### config.mk
export PLATFORM = sky130hd
export DESIGN_NAME = toy_language_tokenizer_core
export DESIGN_NICKNAME = d
export VERILOG_FILES = /design/src/hdl/tlt_pkg.sv /design/src/hdl/toy_language_tokenizer_core.sv /design/src/hdl/tlt_lexer.sv /design/src/hdl/tlt_out_queue.sv
export VERILOG_INCLUDE_DIRS = /design/src /design/src/hdl
export SDC_FILE = /design/constraint.sdc
export NUM_CORES = 1
export LEC_CHECK = 0
export BUFFER_PORTS_ARGS = -buffer_cell sky130_fd_sc_hd__buf_2
export CORE_AREA = 8 8 164 205
export DETAILED_ROUTE_END_ITERATION = 12
export DIE_AREA = 0 0 172 213
export PLACE_DENSITY_LB_ADDON = 0.15
export SLEW_MARGIN = 20
export SYNTH_ARGS = -nofsm -noshare
export SYNTH_HDL_FRONTEND = slang
export SYNTH_SLANG_ARGS = --single-unit
export TNS_END_PERCENT = 50
### constraint.sdc
create_clock -name i_clk -period 7.4 [get_ports i_clk]
set_input_delay 1.11 -clock i_clk [delete_from_list [all_inputs] [get_ports i_clk]]
set_output_delay 1.11 -clock i_clk [all_outputs]
set_load 0.005 [all_outputs]
### src/hdl/assert_macros.svh
// ----------------------------------------------------------------------------
// assert_macros.svh
// Shared concurrent assertion macros for the tokenizer design.
// ----------------------------------------------------------------------------
`ifndef ASSERT_MACROS_SVH
`define ASSERT_MACROS_SVH

// Check a property at every clock edge outside reset.
`define ASSERT_ALWAYS(label, clk, rst_n, prop, msg) \
    label: assert property (@(posedge clk) disable iff (!rst_n) (prop)) else $error(msg);

// Check that a condition is followed by a consequence on the next clock edge.
`define ASSERT_NEXT(label, clk, rst_n, ante, cons, msg) \
    label: assert property (@(posedge clk) disable iff (!rst_n) (ante) |=> (cons)) \
        else $error(msg);

`endif

### src/hdl/tlt_pkg.sv
// ----------------------------------------------------------------------------
// tlt_pkg
// Types, character codes and token kinds shared by the tokenizer modules.
// ----------------------------------------------------------------------------
package tlt_pkg;

    typedef struct packed {
        logic       op;
        logic [7:0] ch;
    } t_in_item;

    typedef struct packed {
        logic [3:0]  token_kind;
        logic [15:0] line;
        logic [31:0] start_pos;
        logic [15:0] length;
        logic        last;
    } t_out_item;

    typedef struct packed {
        logic      run_valid;
        logic      char_valid;
        t_out_item run_tok;
        t_out_item char_tok;
    } t_push;

    typedef enum logic [3:0] {
        RUN_NONE   = 4'b0001,
        RUN_LETTER = 4'b0010,
        RUN_DIGIT  = 4'b0100,
        RUN_OPER   = 4'b1000
    } t_run_kind;

    localparam logic OP_BYTE = 1'b0;
    localparam logic OP_END  = 1'b1;

    localparam logic [3:0] KIND_NUMBER  = 4'd0;
    localparam logic [3:0] KIND_IDENT   = 4'd1;
    localparam logic [3:0] KIND_OPER    = 4'd2;
    localparam logic [3:0] KIND_SEMI    = 4'd3;
    localparam logic [3:0] KIND_RPAREN  = 4'd4;
    localparam logic [3:0] KIND_LPAREN  = 4'd5;
    localparam logic [3:0] KIND_RBRACE  = 4'd6;
    localparam logic [3:0] KIND_LBRACE  = 4'd7;
    localparam logic [3:0] KIND_KEYWORD = 4'd8;
    localparam logic [3:0] KIND_END     = 4'd9;

    localparam logic [7:0] CH_NEWLINE = 8'h0A;
    localparam logic [7:0] CH_SEMI    = 8'h3B;
    localparam logic [7:0] CH_LPAREN  = 8'h28;
    localparam logic [7:0] CH_RPAREN  = 8'h29;
    localparam logic [7:0] CH_LBRACE  = 8'h7B;
    localparam logic [7:0] CH_RBRACE  = 8'h7D;
    localparam logic [7:0] CH_PLUS    = 8'h2B;
    localparam logic [7:0] CH_MINUS   = 8'h2D;
    localparam logic [7:0] CH_STAR    = 8'h2A;
    localparam logic [7:0] CH_SLASH   = 8'h2F;
    localparam logic [7:0] CH_EQUAL   = 8'h3D;
    localparam logic [7:0] CH_LESS    = 8'h3C;
    localparam logic [7:0] CH_GREATER = 8'h3E;

    // Keywords packed first letter in the low byte.
    localparam logic [63:0] WORD_WHILE = 64'h0000_0065_6C69_6877;
    localparam logic [63:0] WORD_IF    = 64'h0000_0000_0000_6669;
    localparam int          LEN_WHILE  = 5;
    localparam int          LEN_IF     = 2;

    localparam int OUT_DEPTH = 4;

    function automatic t_run_kind classify(input logic [7:0] ch);
        t_run_kind k;
        k = RUN_NONE;
        if (ch inside {[8'h61:8'h7A], [8'h41:8'h5A]}) begin
            k = RUN_LETTER;
        end else if (ch inside {[8'h30:8'h39]}) begin
            k = RUN_DIGIT;
        end else if (ch inside {CH_PLUS, CH_MINUS, CH_STAR, CH_SLASH,
                                CH_EQUAL, CH_LESS, CH_GREATER}) begin
            k = RUN_OPER;
        end
        return k;
    endfunction

endpackage

### src/hdl/toy_language_tokenizer_core.sv
// ----------------------------------------------------------------------------
// toy_language_tokenizer_core
// Byte-serial lexical tokenizer with position-tagged token output.
// ----------------------------------------------------------------------------
// Input channel: one item per source byte (op = 0) or an end-of-input mark
// (op = 1), with valid/ready handshake. Output channel: token items carrying
// kind, line, start offset and length; last marks the final token of an item.
// An item is held in an input register until the queue has room, then its
// tokens are written to a four-entry result queue; the output is driven
// from the queue, so when the queue is empty the first token of an item is
// valid on the output as soon as it is written and can then be accepted.
// One input item is taken per cycle while the queue has room for two tokens.
// A byte that both ends a run and is a bracket or semicolon gives two tokens,
// which leave the queue one at a time; most bytes give zero or one.
// When the receiver stalls the queue fills and ready drops once three tokens
// wait in the queue and an item is held in the input register; no token is
// lost or repeated.
// Reset clears the run state, line and offset counters and the queue; an
// end-of-input item does the same to the run state after its end token.
// ----------------------------------------------------------------------------
module toy_language_tokenizer_core #(
    parameter int LONGEST_KEYWORD = 5
) (
    input  logic               i_clk,
    input  logic               i_rst_n,
    input  logic               i_in_valid,
    output logic               o_in_ready,
    input  tlt_pkg::t_in_item  i_in_item,
    output logic               o_out_valid,
    input  logic               i_out_ready,
    output tlt_pkg::t_out_item o_out_item
);
    import tlt_pkg::*;

    logic      r_in_valid, n_in_valid;
    t_in_item  r_in_item;
    logic      space;
    logic      fire;
    t_push     push;

    always_comb begin
        fire       = r_in_valid && space;
        o_in_ready = !r_in_valid || fire;
        n_in_valid = (i_in_valid && o_in_ready) || (r_in_valid && !fire);
    end

    always_ff @(posedge i_clk) begin
        if (!i_rst_n) begin
            r_in_valid <= 1'b0;
        end else begin
            r_in_valid <= n_in_valid;
        end
    end

    always_ff @(posedge i_clk) begin
        if (i_in_valid && o_in_ready) begin
            r_in_item <= i_in_item;
        end
    end

    tlt_lexer #(
        .LONGEST_KEYWORD(LONGEST_KEYWORD)
    ) u_lexer (
        .i_clk   (i_clk),
        .i_rst_n (i_rst_n),
        .i_fire  (fire),
        .i_item  (r_in_item),
        .o_push  (push)
    );

    tlt_out_queue u_out_queue (
        .i_clk       (i_clk),
        .i_rst_n     (i_rst_n),
        .i_push      (push),
        .o_space     (space),
        .o_out_valid (o_out_valid),
        .i_out_ready (i_out_ready),
        .o_out_item  (o_out_item)
    );

endmodule

### src/hdl/tlt_lexer.sv
// ----------------------------------------------------------------------------
// tlt_lexer
// Run state of the tokenizer; turns one registered item into up to two tokens.
// ----------------------------------------------------------------------------
`include "assert_macros.svh"

module tlt_lexer #(
    parameter int LONGEST_KEYWORD = 5
) (
    input  logic              i_clk,
    input  logic              i_rst_n,
    input  logic              i_fire,
    input  tlt_pkg::t_in_item i_item,
    output tlt_pkg::t_push    o_push
);
    import tlt_pkg::*;

    localparam int WORD_W = 8 * LONGEST_KEYWORD;

    t_run_kind          r_kind,  n_kind;
    logic [31:0]        r_start, n_start;
    logic [15:0]        r_len,   n_len;
    logic [WORD_W-1:0]  r_word,  n_word;
    logic [15:0]        r_line,  n_line;
    logic [31:0]        r_pos,   n_pos;

    t_run_kind          cls;
    logic               is_end;
    logic               close_run;
    logic               new_run;
    logic               is_kw;
    logic [3:0]         run_tok_kind;
    logic [3:0]         punct_kind;
    logic               has_punct;
    logic               char_valid;
    logic [15:0]        base_len;
    logic [WORD_W-1:0]  base_word;

    always_comb begin
        cls       = classify(i_item.ch);
        is_end    = (i_item.op == OP_END);
        close_run = (r_kind != RUN_NONE) && (is_end || (cls != r_kind));
        new_run   = (cls != RUN_NONE) && (cls != r_kind);

        is_kw = ((LONGEST_KEYWORD >= LEN_WHILE) && (r_len == 16'(LEN_WHILE)) &&
                 (64'(r_word) == WORD_WHILE)) ||
                ((LONGEST_KEYWORD >= LEN_IF) && (r_len == 16'(LEN_IF)) &&
                 (64'(r_word) == WORD_IF));

        case (r_kind)
            RUN_LETTER: run_tok_kind = is_kw ? KIND_KEYWORD : KIND_IDENT;
            RUN_DIGIT:  run_tok_kind = KIND_NUMBER;
            default:    run_tok_kind = KIND_OPER;
        endcase

        has_punct  = 1'b1;
        case (i_item.ch)
            CH_SEMI:   punct_kind = KIND_SEMI;
            CH_RPAREN: punct_kind = KIND_RPAREN;
            CH_LPAREN: punct_kind = KIND_LPAREN;
            CH_RBRACE: punct_kind = KIND_RBRACE;
            CH_LBRACE: punct_kind = KIND_LBRACE;
            default: begin
                punct_kind = KIND_END;
                has_punct  = 1'b0;
            end
        endcase

        char_valid = is_end || has_punct;

        o_push.run_valid           = i_fire && close_run;
        o_push.char_valid          = i_fire && char_valid;
        o_push.run_tok.token_kind  = run_tok_kind;
        o_push.run_tok.line        = r_line;
        o_push.run_tok.start_pos   = r_start;
        o_push.run_tok.length      = r_len;
        o_push.run_tok.last        = !char_valid;
        o_push.char_tok.token_kind = is_end ? KIND_END : punct_kind;
        o_push.char_tok.line       = r_line;
        o_push.char_tok.start_pos  = r_pos;
        o_push.char_tok.length     = is_end ? 16'd0 : 16'd1;
        o_push.char_tok.last       = 1'b1;

        base_len  = new_run ? 16'd0 : r_len;
        base_word = new_run ? '0 : r_word;

        n_kind  = r_kind;
        n_start = r_start;
        n_len   = r_len;
        n_word  = r_word;
        n_line  = r_line;
        n_pos   = r_pos;

        if (i_fire) begin
            if (is_end) begin
                n_kind  = RUN_NONE;
                n_start = '0;
                n_len   = '0;
                n_word  = '0;
                n_line  = '0;
                n_pos   = '0;
            end else begin
                if (cls == RUN_NONE) begin
                    n_kind  = RUN_NONE;
                    n_start = '0;
                    n_len   = '0;
                    n_word  = '0;
                    if ((i_item.ch == CH_NEWLINE) && (r_line != 16'hFFFF)) begin
                        n_line = r_line + 16'd1;
                    end
                end else begin
                    n_kind  = cls;
                    n_start = new_run ? r_pos : r_start;
                    n_word  = base_word;
                    for (int k = 0; k < LONGEST_KEYWORD; k++) begin
                        if ((cls == RUN_LETTER) && (base_len == 16'(k))) begin
                            n_word[8*k +: 8] = i_item.ch;
                        end
                    end
                    n_len = (base_len != 16'hFFFF) ? base_len + 16'd1 : base_len;
                end
                if (r_pos != 32'hFFFF_FFFF) begin
                    n_pos = r_pos + 32'd1;
                end
            end
        end
    end

    always_ff @(posedge i_clk) begin
        if (!i_rst_n) begin
            r_kind  <= RUN_NONE;
            r_start <= '0;
            r_len   <= '0;
            r_word  <= '0;
            r_line  <= '0;
            r_pos   <= '0;
        end else begin
            r_kind  <= n_kind;
            r_start <= n_start;
            r_len   <= n_len;
            r_word  <= n_word;
            r_line  <= n_line;
            r_pos   <= n_pos;
        end
    end

    `ASSERT_NEXT(a_end_clears, i_clk, i_rst_n, i_fire && (i_item.op == OP_END),
        (r_kind == RUN_NONE) && (r_pos == 32'd0) && (r_line == 16'd0),
        "end item did not clear the run state")
    `ASSERT_ALWAYS(a_idle_empty, i_clk, i_rst_n,
        (r_kind == RUN_NONE) == ((r_len == 16'd0) && (r_word == '0)) ||
        ((r_kind != RUN_NONE) && (r_kind != RUN_LETTER) && (r_len != 16'd0)),
        "open run length and buffer disagree with run kind")
    `ASSERT_NEXT(a_break_closes, i_clk, i_rst_n,
        i_fire && (i_item.op == OP_BYTE) && (classify(i_item.ch) == RUN_NONE),
        r_kind == RUN_NONE, "separator byte left a run open")

endmodule

### src/hdl/tlt_out_queue.sv
// ----------------------------------------------------------------------------
// tlt_out_queue
// Small result queue; takes up to two tokens a cycle, hands out one a cycle while the receiver is ready.
// ----------------------------------------------------------------------------
`include "assert_macros.svh"

module tlt_out_queue (
    input  logic               i_clk,
    input  logic               i_rst_n,
    input  tlt_pkg::t_push     i_push,
    output logic               o_space,
    output logic               o_out_valid,
    input  logic               i_out_ready,
    output tlt_pkg::t_out_item o_out_item
);
    import tlt_pkg::*;

    localparam int PW = $clog2(OUT_DEPTH);
    localparam int CW = $clog2(OUT_DEPTH + 1);

    t_out_item         r_mem [OUT_DEPTH];
    logic [PW-1:0]     r_wptr, n_wptr;
    logic [PW-1:0]     r_rptr, n_rptr;
    logic [CW-1:0]     r_count, n_count;
    logic              pop;
    logic              any_push;
    t_out_item         first_tok;

    always_comb begin
        pop         = o_out_valid && i_out_ready;
        any_push    = i_push.run_valid || i_push.char_valid;
        first_tok   = i_push.run_valid ? i_push.run_tok : i_push.char_tok;
        o_out_valid = (r_count != '0);
        o_out_item  = r_mem[r_rptr];
        o_space     = (r_count <= CW'(OUT_DEPTH - 2));
        n_wptr      = r_wptr + PW'(i_push.run_valid) + PW'(i_push.char_valid);
        n_rptr      = pop ? r_rptr + PW'(1) : r_rptr;
        n_count     = r_count + CW'(i_push.run_valid) + CW'(i_push.char_valid)
                      - CW'(pop);
    end

    always_ff @(posedge i_clk) begin
        if (any_push) begin
            r_mem[r_wptr] <= first_tok;
        end
        if (i_push.run_valid && i_push.char_valid) begin
            r_mem[r_wptr + PW'(1)] <= i_push.char_tok;
        end
    end

    always_ff @(posedge i_clk) begin
        if (!i_rst_n) begin
            r_wptr  <= '0;
            r_rptr  <= '0;
            r_count <= '0;
        end else begin
            r_wptr  <= n_wptr;
            r_rptr  <= n_rptr;
            r_count <= n_count;
        end
    end

    `ASSERT_ALWAYS(a_no_overflow, i_clk, i_rst_n,
        !any_push || (r_count <= CW'(OUT_DEPTH - 2)), "push into a full result queue")
    `ASSERT_ALWAYS(a_count_bound, i_clk, i_rst_n,
        r_count <= CW'(OUT_DEPTH), "result count beyond queue depth")
    `ASSERT_NEXT(a_pop_drains, i_clk, i_rst_n, pop && !any_push,
        r_count == $past(r_count) - CW'(1), "pop without push did not drain one item")
    `ASSERT_ALWAYS(a_last_on_char, i_clk, i_rst_n,
        !i_push.char_valid || i_push.char_tok.last, "trailing token lacks last mark")

endmodule
Yosys cells after proc, flatten, opt, wreduce, memory -nomap -nowiden. Memory sizes are Yosys's and may differ from the RTL's. A register that Yosys moved wholly into a read port is not among the register bits. Cells that the tools add are included.

Flip-flop bits (word level): 157. RAM bits: 276. Bits of input ports: 13. Output and inout port bits: 71. Word-level logic and storage cells: 154. Memories: 1.

Multiplexer cells: 38. Reduce and logical (&&, ||, !) cells: 51. $lt $le $gt $ge: 7. Equal/unequal tests: 31. Add/sub/neg operators: 10.

Memory list: u_out_queue.r_mem (words 4, width 69, read ports 1, clocked after memory_dff 1, write ports 2, RTL line tlt_out_queue.sv:21) `t_out_item r_mem [OUT_DEPTH];`.

Operators by type and width (number): 32-bit two-way mux (5); 40-bit two-way mux (3); 16-bit two-way mux (7); 8-bit by 6-bit equality test with 1-bit output (second input constant) (10); 69-bit two-way mux (1); 16-bit by 2-bit equality test with 1-bit output (second input constant) (3); 40-bit by 15-bit equality test with 1-bit output (second input constant) (1); 40-bit by 39-bit equality test with 1-bit output (second input constant) (1); 8-bit two-way mux (5); 16-bit by 1-bit adder with 16-bit output (second input constant) (2); 32-bit by 1-bit adder with 32-bit output (second input constant) (1); 16-bit by 3-bit equality test with 1-bit output (second input constant) (2); 16-bit inequality test (second input constant) (2); 32-bit inequality test (second input constant) (1); 4-bit two-way mux (7); 1-bit logical AND (20); 4-bit case mux with 5 select lines (1); 4-bit nonzero test (5); 16-bit by 1-bit equality test with 1-bit output (second input constant) (1); 8-bit by 7-bit equality test with 1-bit output (second input constant) (2); 8-bit by 7-bit >= comparator with 1-bit output (second input constant) (2); 8-bit by 7-bit <= comparator with 1-bit output (second input constant) (2); 16-bit logical NOT (1); 2-bit AND reduction (7); 23 further kinds (45).

Longest topological paths before layout. Gate-level depths: netlist of run 1.

Depth after elaboration: 13. Depth in mapped cells: 20. Mapped depth without buffers: 15.

Cells and area by module. From an unflattened synthesis of run 1, not the netlist that was laid out.

Cells, all modules: 1540. Area, all modules: 21096.5 um2.

By module, submodules not included: tlt_out_queue (cells an instance 718, area each 13777.0 um2, instances 1); tlt_lexer (cells an instance 807, area each 6984.2 um2, instances 1); toy_language_tokenizer_core (cells an instance 15, area each 335.3 um2, instances 1).

Worst setup path after synthesis of run 1. Ideal clock, no wire load.

Kind: register to register. Start point: reg r_in_item[0] in the netlist's numbering. End point: mem u_out_queue.r_mem[3][17] in the netlist's numbering (enable). Path buffers: 2. Period minus slack after synthesis: 4.277 ns. Stages on the path, launching flop included: 10. Path slack: 3.123 ns. Arrival: 3.842 ns. Library setup time: 0.435 ns. Path through: edfxtp_1 buf_2 or4_4 o21a_4 a211oi_4 a2111o_1 o211ai_1 a21bo_2 inv_1 clkbuf_1.

RTL lines: start: declaration (RTL line toy_language_tokenizer_core.sv:36) `t_in_item r_in_item;`; start signal: assignment (RTL line toy_language_tokenizer_core.sv:57) `r_in_item <= i_in_item;`; end: declaration (RTL line tlt_out_queue.sv:21).

==> results.toml, run 1 <==
[floorplan]
die_w_um = 172
coreArea_sq_mm = 0.0304
rows = 72
die_h_um = 213
start_util_pct = 64.1
dieArea_sq_mm = 0.0366
io_pins = 84

[detailed_routing]
via_per_inst = 6.56
drc_errors = 0
postRouteAntennaNets = 0
drtIter0Drc = 877
drt-total-wl_um = 46400
wl_per_cell_um = 22.0
vias = 13859
first_pass_iters = 6

[layout]
drive_gt1_share_pct = 16.1
n_fill_cell = 2185
final_util_pct = 70.5
syn_to_final_growth_pct = 10.0
num_antenna_cells = 0
finalNetCount = 1697

[grt]
antenna_found_initial = 0
grt_max_degree = 70
grt_use_total_pct = 25.5
grt_pass1_wl_um = 73500
grt-ovfl-total = 0
grt_pass1_vias = 13859

[place]
portBuffers = 83
place_congestion = 0.900
dp_hpwl_um = 27900

[clocking]
cts.sink_count = 435
numCtsBuffers = 42
clk-insertion-delay-late_ns = 0.54
hold_buffers = 0
cts_resized = 0
cts_buffer_depth = 3
cts_max_level = 2
postCtsSetupRepairBufs = 0
clkTransAtPathRegs_ns = 0.06
cts_tree = "built"
clockRootBuffer = "clkbuf_16"

[run]
cap_violations = 0

[sta]
clock-skew-final_ns = 0.0169
fin_crit_sh_pct = 66.5
slew-limit-headroom_pct = 25.8
setup-violations-final = 0
hold_viol_final = 0
rsz0062_at_grt = "no"
totalNegativeSetupSlack_ns = 0
slew_violations = 0
fin_crit_ns = 4.92
clock.fmax_ghz = 0.203
worst_slew_pin_slew_ns = 1.11

[critical_path]
crit_path_start_kind = "flop"
critPathBufInv = 2
critPathMaxStageDelay_ns = 0.83
crit_start = "r_in_item[4]"
cp-end-kind = "flop"
cp_cell_sequence = "nor4bb_1 > a32o_1 > a211oi_4 > nor2_1 > a2bb2oi_1 > and3_1 > inv_2 > buf_4"
cp.arrival_ns = 5.16
r2r-start = "r_in_item[4]"
cp_max_fo = 41
critPathKind = "flop to flop"
crit_family = "simple AND/OR/NAND/NOR gates"
critPathSlowestCell = "nor2_1"
worstPathRequired_ns = 7.64

[power_and_ir_drop]
irDropWorstVdd_v = 0.000216
powerDensity_mw_per_mm2 = 267
p_leak_nw = 7.07

[synthesis]
synth_edf_count = 221
yosysTopAreaCellShare_pct = 34.0
syn_area_per_cell_sq_um = 11.6
syn-instance-count = 1677
synthArstFlopShare_pct = 0
synth_top_cell_by_area = "edfxtp_1"
synth_area_sq_mm = 0.0195
syn_nets = 1701
yosys_most_used_dff = "edfxtp_1"
ys_ff_latch = 435
yosys_warnings = 0
ys_top_cells_by_area = "edfxtp_1 (34%), dfxtp_1 (22%), mux4_2 (8.0%), a22o_1 (7.9%), nand2_1 (2.8%)"
ys_types = 81
ys_seq_area_share_pct = 55.9

[min_path]
hp-class = "flop to flop"
hp-start = "u_out_queue.r_mem[0][12]"

[run_status]
status = "completed"
-- path summary, 6_finish.rpt --
| path | endpoint | slack, ns | cells after the start |
|---|---|---|---|
| setup reg to reg | u_out_queue.r_mem[2][35] | 2.48 | 8 |
| hold reg to reg | u_out_queue.r_mem[0][12] | 0.46 | 2 |
| hold / removal | u_out_queue.r_mem[0][12] | 0.46 | 2 |
| setup / recovery | u_out_queue.r_mem[2][35] | 2.48 | 8 |
-- cells by family after synthesis --
family	Yosys count	synth area share, %
simple gates	527	13.7
compound gates	405	15.7
xor+xnor	37	1.66
flops	435	55.9
buf+inv	189	4.01
mux	73	8.19
fa+ha+maj	11	0.821
-- per-layer routing --
metal / routed length, um / GRT usage [%]
met1: 17700 / 30.5
met2: 24100 / 45.3
met3: 3130 / 3.46
met4: 1530 / 10.8
met5: 0 / 0
-- layout make-up --
class                   instances  area (sq um)  share of cell area, %
clock buffers                  68          1320                   6.12
clock inverters                 9          96.3                  0.449
inverters                      33           124                  0.577
multi-input cells            1053          7900                   36.8
flip-flops and latches        435         10900                   50.9
well taps                     407           509                   2.37
repair buffers                108           603                   2.81
-- report_power, final --
part           internal [mW]  switching [mW]  leakage (nW)
registers               2.61          0.0891          3.71
clock network           1.29           0.890         0.688
logic                  0.388           0.466          2.67
total                   4.28            1.45          7.07
-- placed cells by master (no fill, tap or decap), drive strengths merged, types with 5 or more instances in the layout --
| cell | synthesis | routed |
|---|---|---|
| edfxtp | 221 | 221 |
| dfxtp | 214 | 214 |
| a22o | 175 | 175 |
| nand2 | 144 | 144 |
| nor2 | 110 | 110 |
| buf | 48 | 108 |
| mux4 | 69 | 69 |
| clkbuf | 108 | 68 |
| and2 | 57 | 57 |
| a21oi | 54 | 54 |
| o21ai | 44 | 44 |
| o22ai | 40 | 40 |
| nand3 | 39 | 39 |
| nor3 | 38 | 38 |
| inv | 32 | 33 |
| nand4 | 31 | 31 |
| xnor2 | 24 | 24 |
| or3 | 21 | 21 |
| a22oi | 19 | 19 |
| and3 | 17 | 17 |
| a31oi | 16 | 16 |
| nor4 | 15 | 15 |
| xor2 | 13 | 13 |
| and4 | 9 | 9 |
| or4 | 9 | 9 |
| ha | 8 | 8 |
| a21o | 8 | 8 |
| clkinv | 1 | 7 |
| a211oi | 7 | 7 |
| nor3b | 6 | 6 |
| nor4bb | 5 | 5 |
| or2 | 5 | 5 |
| o211ai | 5 | 5 |
| nand2b | 5 | 5 |
-- registers in the layout, summed over array words and instances, names as in the netlist, named ones only --
| name | cells |
|---|---|
| r_in_item | 9 |
| r_in_valid | 1 |
| u_lexer.r_kind | 4 |
| u_lexer.r_len | 16 |
| u_lexer.r_line | 16 |
| u_lexer.r_pos | 32 |
| u_lexer.r_start | 32 |
| u_lexer.r_word | 40 |
| u_out_queue.r_count | 3 |
| u_out_queue.r_mem | 276 |
| u_out_queue.r_rptr | 2 |
| u_out_queue.r_wptr | 2 |
-- per-stage QoR --
stage          total power, mW  setup WS [ns]  cell area (sq um)  hold WS [ns]  cells
2_1_floorplan             3.29           3.12              19500         0.431   1677
3_3_place_gp              3.60           2.75              20100         0.443   2036
3_5_place_dp              3.62           2.61              20100         0.450   2036
4_1_cts                   5.78           2.54              21500         0.460   2113
5_1_grt                   5.93           2.23              21500         0.480   2113
6_report                  5.73           2.48              21500         0.459   2113
-- synthesized netlist by cell type, types with 19 or more instances --
cell,n
a21oi_1,52
a22o_1,175
a22oi_1,19
and2_1,57
buf_2,25
clkbuf_1,107
dfxtp_1,214
edfxtp_1,221
inv_1,30
mux4_2,69
nand2_1,144
nand3_1,39
nand4_1,31
nor2_1,109
nor3_1,38
o21ai_0,40
o22ai_1,40
or3_1,21
xnor2_1,24
-- worst min-delay path, stage by stage (launching register included) --
cell and delay (ns):
dfxtp_1 0.31, nand2_1 0.05, o21ai_0 0.05
Note: power is estimated with default switching activity, not from simulation.
==> inputs of run 2 (changes only) <==
ABC_AREA = 1   (was not set)
CORE_AREA = 8 8 178 222   (was 8 8 164 205)
DIE_AREA = 0 0 186 230   (was 0 0 172 213)
clock period = 4.5 ns   (was 7.4 ns; I/O delays follow)
==> results.toml, run 2 <==
[run_status]
status = "completed"

[sta]
fin_crit_ns = 3.24
rsz0062_at_grt = "no"
setup-violations-final = 0
fin_crit_sh_pct = 72.1
holdWs_ns = 0.297
hold_viol_final = 0
slew_violations = 0
totalNegativeSetupSlack_ns = 0
slew-limit-headroom_pct = 32.0
worst_slew_pin_slew_ns = 1.02
clock-skew-final_ns = 0.0126
clock.fmax_ghz = 0.308

[critical_path]
cp_max_fo = 7
worstPathRequired_ns = 4.92
cp-end-kind = "flop"
critPathMaxStageDelay_ns = 0.45
r2r_slack_ns = 1.26
r2r-start = "r_in_item[4]"
crit_start = "r_in_item[4]"
critPathSlowestCell = "edfxtp_1"
critPathKind = "flop to flop"
cp.arrival_ns = 3.67
crit_path_start_kind = "flop"
cp_cell_sequence = "inv_1 > nand2_1 > nor2_1 > nand2_1 > nand3_1 > nand2_1 > nor2_1 > nand3_1 > nand2_2 > inv_1 > nor2_1 > ha_1 > nand2_1 > inv_1 > nand3_1 > nor2_2 > nand2_1 > nor2_1 > nand3_1 > nand3_1 > a21oi_1"

[synthesis]
synth.most_common_cell = "nand2_1"
syn_area_per_cell_sq_um = 8.58
synth_top_cell_by_area = "edfxtp_1"
ys_seq_area_share_pct = 55.1
syn_nets = 2333
synth_edf_count = 221
yosys_most_used_dff = "edfxtp_1"
yosysTopAreaCellShare_pct = 33.5
ys_types = 42
yosys_warnings = 0
synth_commonest_cells = "nand2_1 (328), nor2_1 (313), o21ai_0 (238)"
synthArstFlopShare_pct = 0
syn-instance-count = 2309
synth_area_sq_mm = 0.0198
ys_ff_latch = 435
ys_top_cells_by_area = "edfxtp_1 (34%), dfxtp_1 (22%), o22ai_1 (6.5%), nand2_1 (6.2%), o21ai_0 (6.0%)"

[detailed_routing]
drt-total-wl_um = 55700
first_pass_iters = 6
postRouteAntennaNets = 0
drc_errors = 0
drtIter0Drc = 1674
wl_per_cell_um = 19.6
vias = 17242
via_per_inst = 6.07

[floorplan]
start_util_pct = 55.2
dieArea_sq_mm = 0.0428
coreArea_sq_mm = 0.0359
die_w_um = 186
rows = 78
die_h_um = 230
io_pins = 84

[grt]
grt_pass1_vias = 16546
use_met1_pct = 32.8
met3_usage_pct = 3.71
antenna_found_initial = 0
grt_pass1_wl_um = 88700
grt_use_total_pct = 25.8
grt-ovfl-total = 0
busiest_layer = "met2"
grt_max_degree = 139
met2_usage_pct = 43.9

[clocking]
clkTransAtPathRegs_ns = 0.06
cts_buffer_depth = 3
hold_buffers = 0
clk-insertion-delay-late_ns = 0.55
numCtsBuffers = 42
postCtsSetupRepairBufs = 0
clockRootBuffer = "clkbuf_16"
cts.sink_count = 435
cts_resized = 0
cts_max_level = 2
cts_tree = "built"

[place]
place_congestion = 0.954
dp_hpwl_um = 34200
portBuffers = 83

[layout]
drive_gt1_share_pct = 9.95
syn_to_final_growth_pct = 10.4
finalNetCount = 2353
n_fill_cell = 3199
largest_reg_flops = 276
num_antenna_cells = 0
reg_top3 = "u_out_queue.r_mem x276, u_lexer.r_word x40"
regArea_sq_mm = 0.0109
multiInputGateArea_sq_mm = 0.00767
final_common_cell = "nand2_1"
final_cell_mix = "nand2_1 (323), nor2_1 (313), o21ai_0 (238)"
regMostFlops = "u_out_queue.r_mem"

[power_and_ir_drop]
powerDensity_mw_per_mm2 = 440
p_leak_nw = 7.69
irDropWorstVdd_v = 0.000297

[run]
cap_violations = 0

[min_path]
hp-class = "primary input to flop"
hp-start = "i_in_item[8]"
## run 2: cell count changes in the layout (fill, tap and decap cells not counted), moves of 21 or more
cell / change
mux4_2: -69
o22ai_1: +165
nand2_1: +180
a21oi_1: +96
nand3_1: +112
xnor2_1: -23
nor2_1: +205
or3_1: -21
a22o_1: -175
o21ai_0: +199
inv_1: +110
and2_1: -56
o21ai_1: +32
## run 2: logic make-up after synthesis
kind of cell / Yosys count / synth area share, %
AO/OA/AOI/OAI: 645 / 17.9
flip-flops: 435 / 55.1
XOR/XNOR: 8 / 0.354
buffers and inverters: 304 / 6.23
adder cells (fa/ha/maj): 11 / 0.809
AND/OR/NAND/NOR: 906 / 19.6
## run 2: per-layer routing
layer | vias to the layer above | routed length, um
met3 | 122 | 4190
met5 | - | 0
met2 | 729 | 27100
met1 | 8233 | 22700
met4 | 0 | 1660
li1 | 8158 | -
## run 2: worst paths after layout
check / to / depth (start not counted)
worst max-delay path: u_lexer.r_len[0] / 21
worst min-delay path: r_in_item[8] / 1
worst max register to register: u_lexer.r_len[0] / 21
worst min register to register: u_out_queue.r_mem[1][2] / 2
## run 2: report_power, final
group          switching (mW)  internal, mW  total (mW)
clock                    1.50          1.97        3.47
sequential             0.0671          4.30        4.37
combinational            1.26         0.523        1.78
## run 2: layout make-up
class | count | area share, %
Clock buffer | 66 | 5.89
Clock inverter | 11 | 0.280
Inverter | 159 | 2.74
Multi-Input combinational cell | 1570 | 35.1
Sequential cell | 435 | 50.0
Tap cell | 480 | 2.75
Timing Repair Buffer | 121 | 3.32
## run 2: critical path, delay by kind of cell (launching register included)
kind,cells,cell delay (ns)
and+or+nand+nor,16,2.07
buffers and inverters,3,0.26
adders and majority gates,1,0.25
AOI/OAI and AO/OA,1,0.07
DFF,1,0.45
## run 2: per-stage QoR
step	cell area (sq um)	cells	utilization (%)	setup WS [ns]	power, mW
final	21900	2842	60.9	1.26	9.62
after global routing	21900	2842	60.9	0.915	9.99
after CTS	21900	2842	60.9	1.28	9.67
after detailed placement	20500	2765	57.1	1.32	6.24
after global placement	20500	2765	57.1	1.43	6.20
after floorplan	19800	2309	-	0.952	5.52
==> inputs of run 3 (changes only) <==
CORE_AREA = 8 8 169 211   (was 8 8 178 222)
DIE_AREA = 0 0 177 219   (was 0 0 186 230)
clock period = 3.1 ns   (was 4.5 ns; I/O delays follow)
==> results.toml, run 3 (same netlist as run 2, synthesis figures left out) <==
[layout]
reg_top3 = "u_out_queue.r_mem x276, u_lexer.r_word x40"
final_common_cell = "nand2_1"
syn_to_final_growth_pct = 12.7
instances_no_fill = 2816
n_fill_cell = 2605
final_cell_mix = "nand2_1 (313), nor2_1 (306), o21ai_0 (237)"
finalNetCount = 2389
final_util_pct = 69.1
regArea_sq_mm = 0.0109
drive_gt1_share_pct = 12.1
largest_reg_flops = 276
regMostFlops = "u_out_queue.r_mem"
num_antenna_cells = 0
multiInputGateArea_sq_mm = 0.00777

[min_path]
hp-class = "primary input to flop"
whs_path_depth = 1

[clocking]
cts_buffer_depth = 3
clkTransAtPathRegs_ns = 0.06
clk-insertion-delay-late_ns = 0.55
clockRootBuffer = "clkbuf_16"
cts_tree = "built"
numCtsBuffers = 41
cts_max_level = 2
cts.sink_count = 435

[grt]
antenna_found_initial = 0
grt_pass1_wl_um = 87400
grt-ovfl-total = 0
grt_pass1_vias = 16782
grt_use_total_pct = 28.0
grt_max_degree = 70

[critical_path]
rr_worst_depth = 17
crit_family = "simple AND/OR/NAND/NOR gates"
critPathBufInv = 5
worstPathRequired_ns = 3.40
cp_cell_sequence = "inv_2 > nand3_2 > nand2_1 > nand2_2 > nand3_1 > nand2_1 > nor2_1 > nand4_1 > nand2_2 > inv_2 > nor2_2 > inv_2 > nand2_2 > nand2_2 > inv_2 > buf_12 > nor2_1"
critPathMaxStageDelay_ns = 0.46
crit_path_start_kind = "flop"
cp.arrival_ns = 3.21
cp.depth = 17
cp-end-kind = "flop"
critPathKind = "flop to flop"
cp_max_fo = 18
critPathSlowestCell = "edfxtp_1"

[floorplan]
die_h_um = 219
rows = 74
dieArea_sq_mm = 0.0388
die_w_um = 177
start_util_pct = 61.3
io_pins = 84
coreArea_sq_mm = 0.0323

[power_and_ir_drop]
powerDensity_mw_per_mm2 = 639
p_total_mw = 14.3
irDropWorstVdd_v = 0.000452
p_leak_nw = 7.95

[detailed_routing]
drc_errors = 0
via_per_inst = 6.25
first_pass_iters = 6
vias = 17602
drt-total-wl_um = 56100
postRouteAntennaNets = 0
wl_per_cell_um = 19.9
drtIter0Drc = 1958

[sta]
hold_viol_final = 0
fin_crit_ns = 2.91
slew-limit-headroom_pct = 44.2
worst_slew_pin_slew_ns = 0.836
setup-violations-final = 0
clock.fmax_ghz = 0.343
fin_crit_sh_pct = 94.0
clock-skew-final_ns = 0.0149
slew_violations = 0

[place]
dp_cells = 2730
dp_hpwl_um = 35400
portBuffers = 83
place_congestion = 0.943

[run]
cap_violations = 0

[run_status]
status = "completed"
run 3: cell count changes in the layout (fill, tap and decap cells not counted), sizes merged:
cell,change
buf,+37
clkbuf,-5
bufinv,+4
clkinvlp,+1
inv,-1
run 3: report_power, final:
group	switching (mW)	total [mW]	internal (mW)
Sequential	0.135	6.38	6.24
Combinational	1.81	2.63	0.825
Clock	2.16	5.26	3.11
Total	4.10	14.3	10.2
run 3: worst reg2reg max path, stage by stage (launching register included):
cell,delay [ns]
edfxtp_1,0.46
inv_2,0.14
nand3_2,0.10
nand2_1,0.10
nand2_2,0.07
nand3_1,0.08
nand2_1,0.05
nor2_1,0.12
nand4_1,0.14
nand2_2,0.16
inv_2,0.15
nor2_2,0.19
inv_2,0.08
nand2_2,0.10
nand2_2,0.11
inv_2,0.33
buf_12,0.23
nor2_1,0.06
run 3: timing repair:
action,4_1_cts,5_1_grt
setup endpoints to repair,0,155
endpoints found under the hold margin,0,0
hold buffers,0,0
buffers inserted,0,11
resized for setup,0,33
run 3: final cells by class:
| type | instances | area share [%] |
|---|---|---|
| clock inverters | 15 | 0.835 |
| inverters | 159 | 2.68 |
| clock buffers | 61 | 5.53 |
| repair buffers | 158 | 4.88 |
| flip-flops and latches | 435 | 48.9 |
| well taps | 418 | 2.34 |
| multi-input cells | 1570 | 34.8 |
run 3: final timing paths:
| kind | from | endpoint | slack [ns] |
|---|---|---|---|
| max | r_in_item[2] | u_out_queue.r_mem[1][58] | 0.19 |
| min | i_in_item[4] | r_in_item[4] | 0.10 |
| max reg2reg | r_in_item[2] | u_out_queue.r_mem[1][58] | 0.19 |
| min reg2reg | u_out_queue.r_mem[1][5] | u_out_queue.r_mem[1][5] | 0.45 |
run 3: stage by stage:
| step | setup TNS, ns | area (sq um) | hold slack [ns] | setup WS, ns |
|---|---|---|---|---|
| 2_1_floorplan | 0 | 19800 | 0.423 | 0.0700 |
| 3_3_place_gp | 0 | 20700 | 0.433 | 0.136 |
| 3_5_place_dp | 0 | 20700 | 0.441 | 0.0874 |
| 4_1_cts | 0 | 22100 | 0.0807 | 0.0665 |
| 5_1_grt | -0.111 | 22300 | 0.0759 | -0.0313 |
| 6_report | 0 | 22300 | 0.104 | 0.186 |
run 3: routing by layer:
layer	share of wire [%]	up-vias	global-route usage, %
met5	0	-	0
met4	3.6	0	12.0
met3	8.4	176	4.32
met2	50	869	49.1
met1	38	8318	33.7
li1	-	8239	-
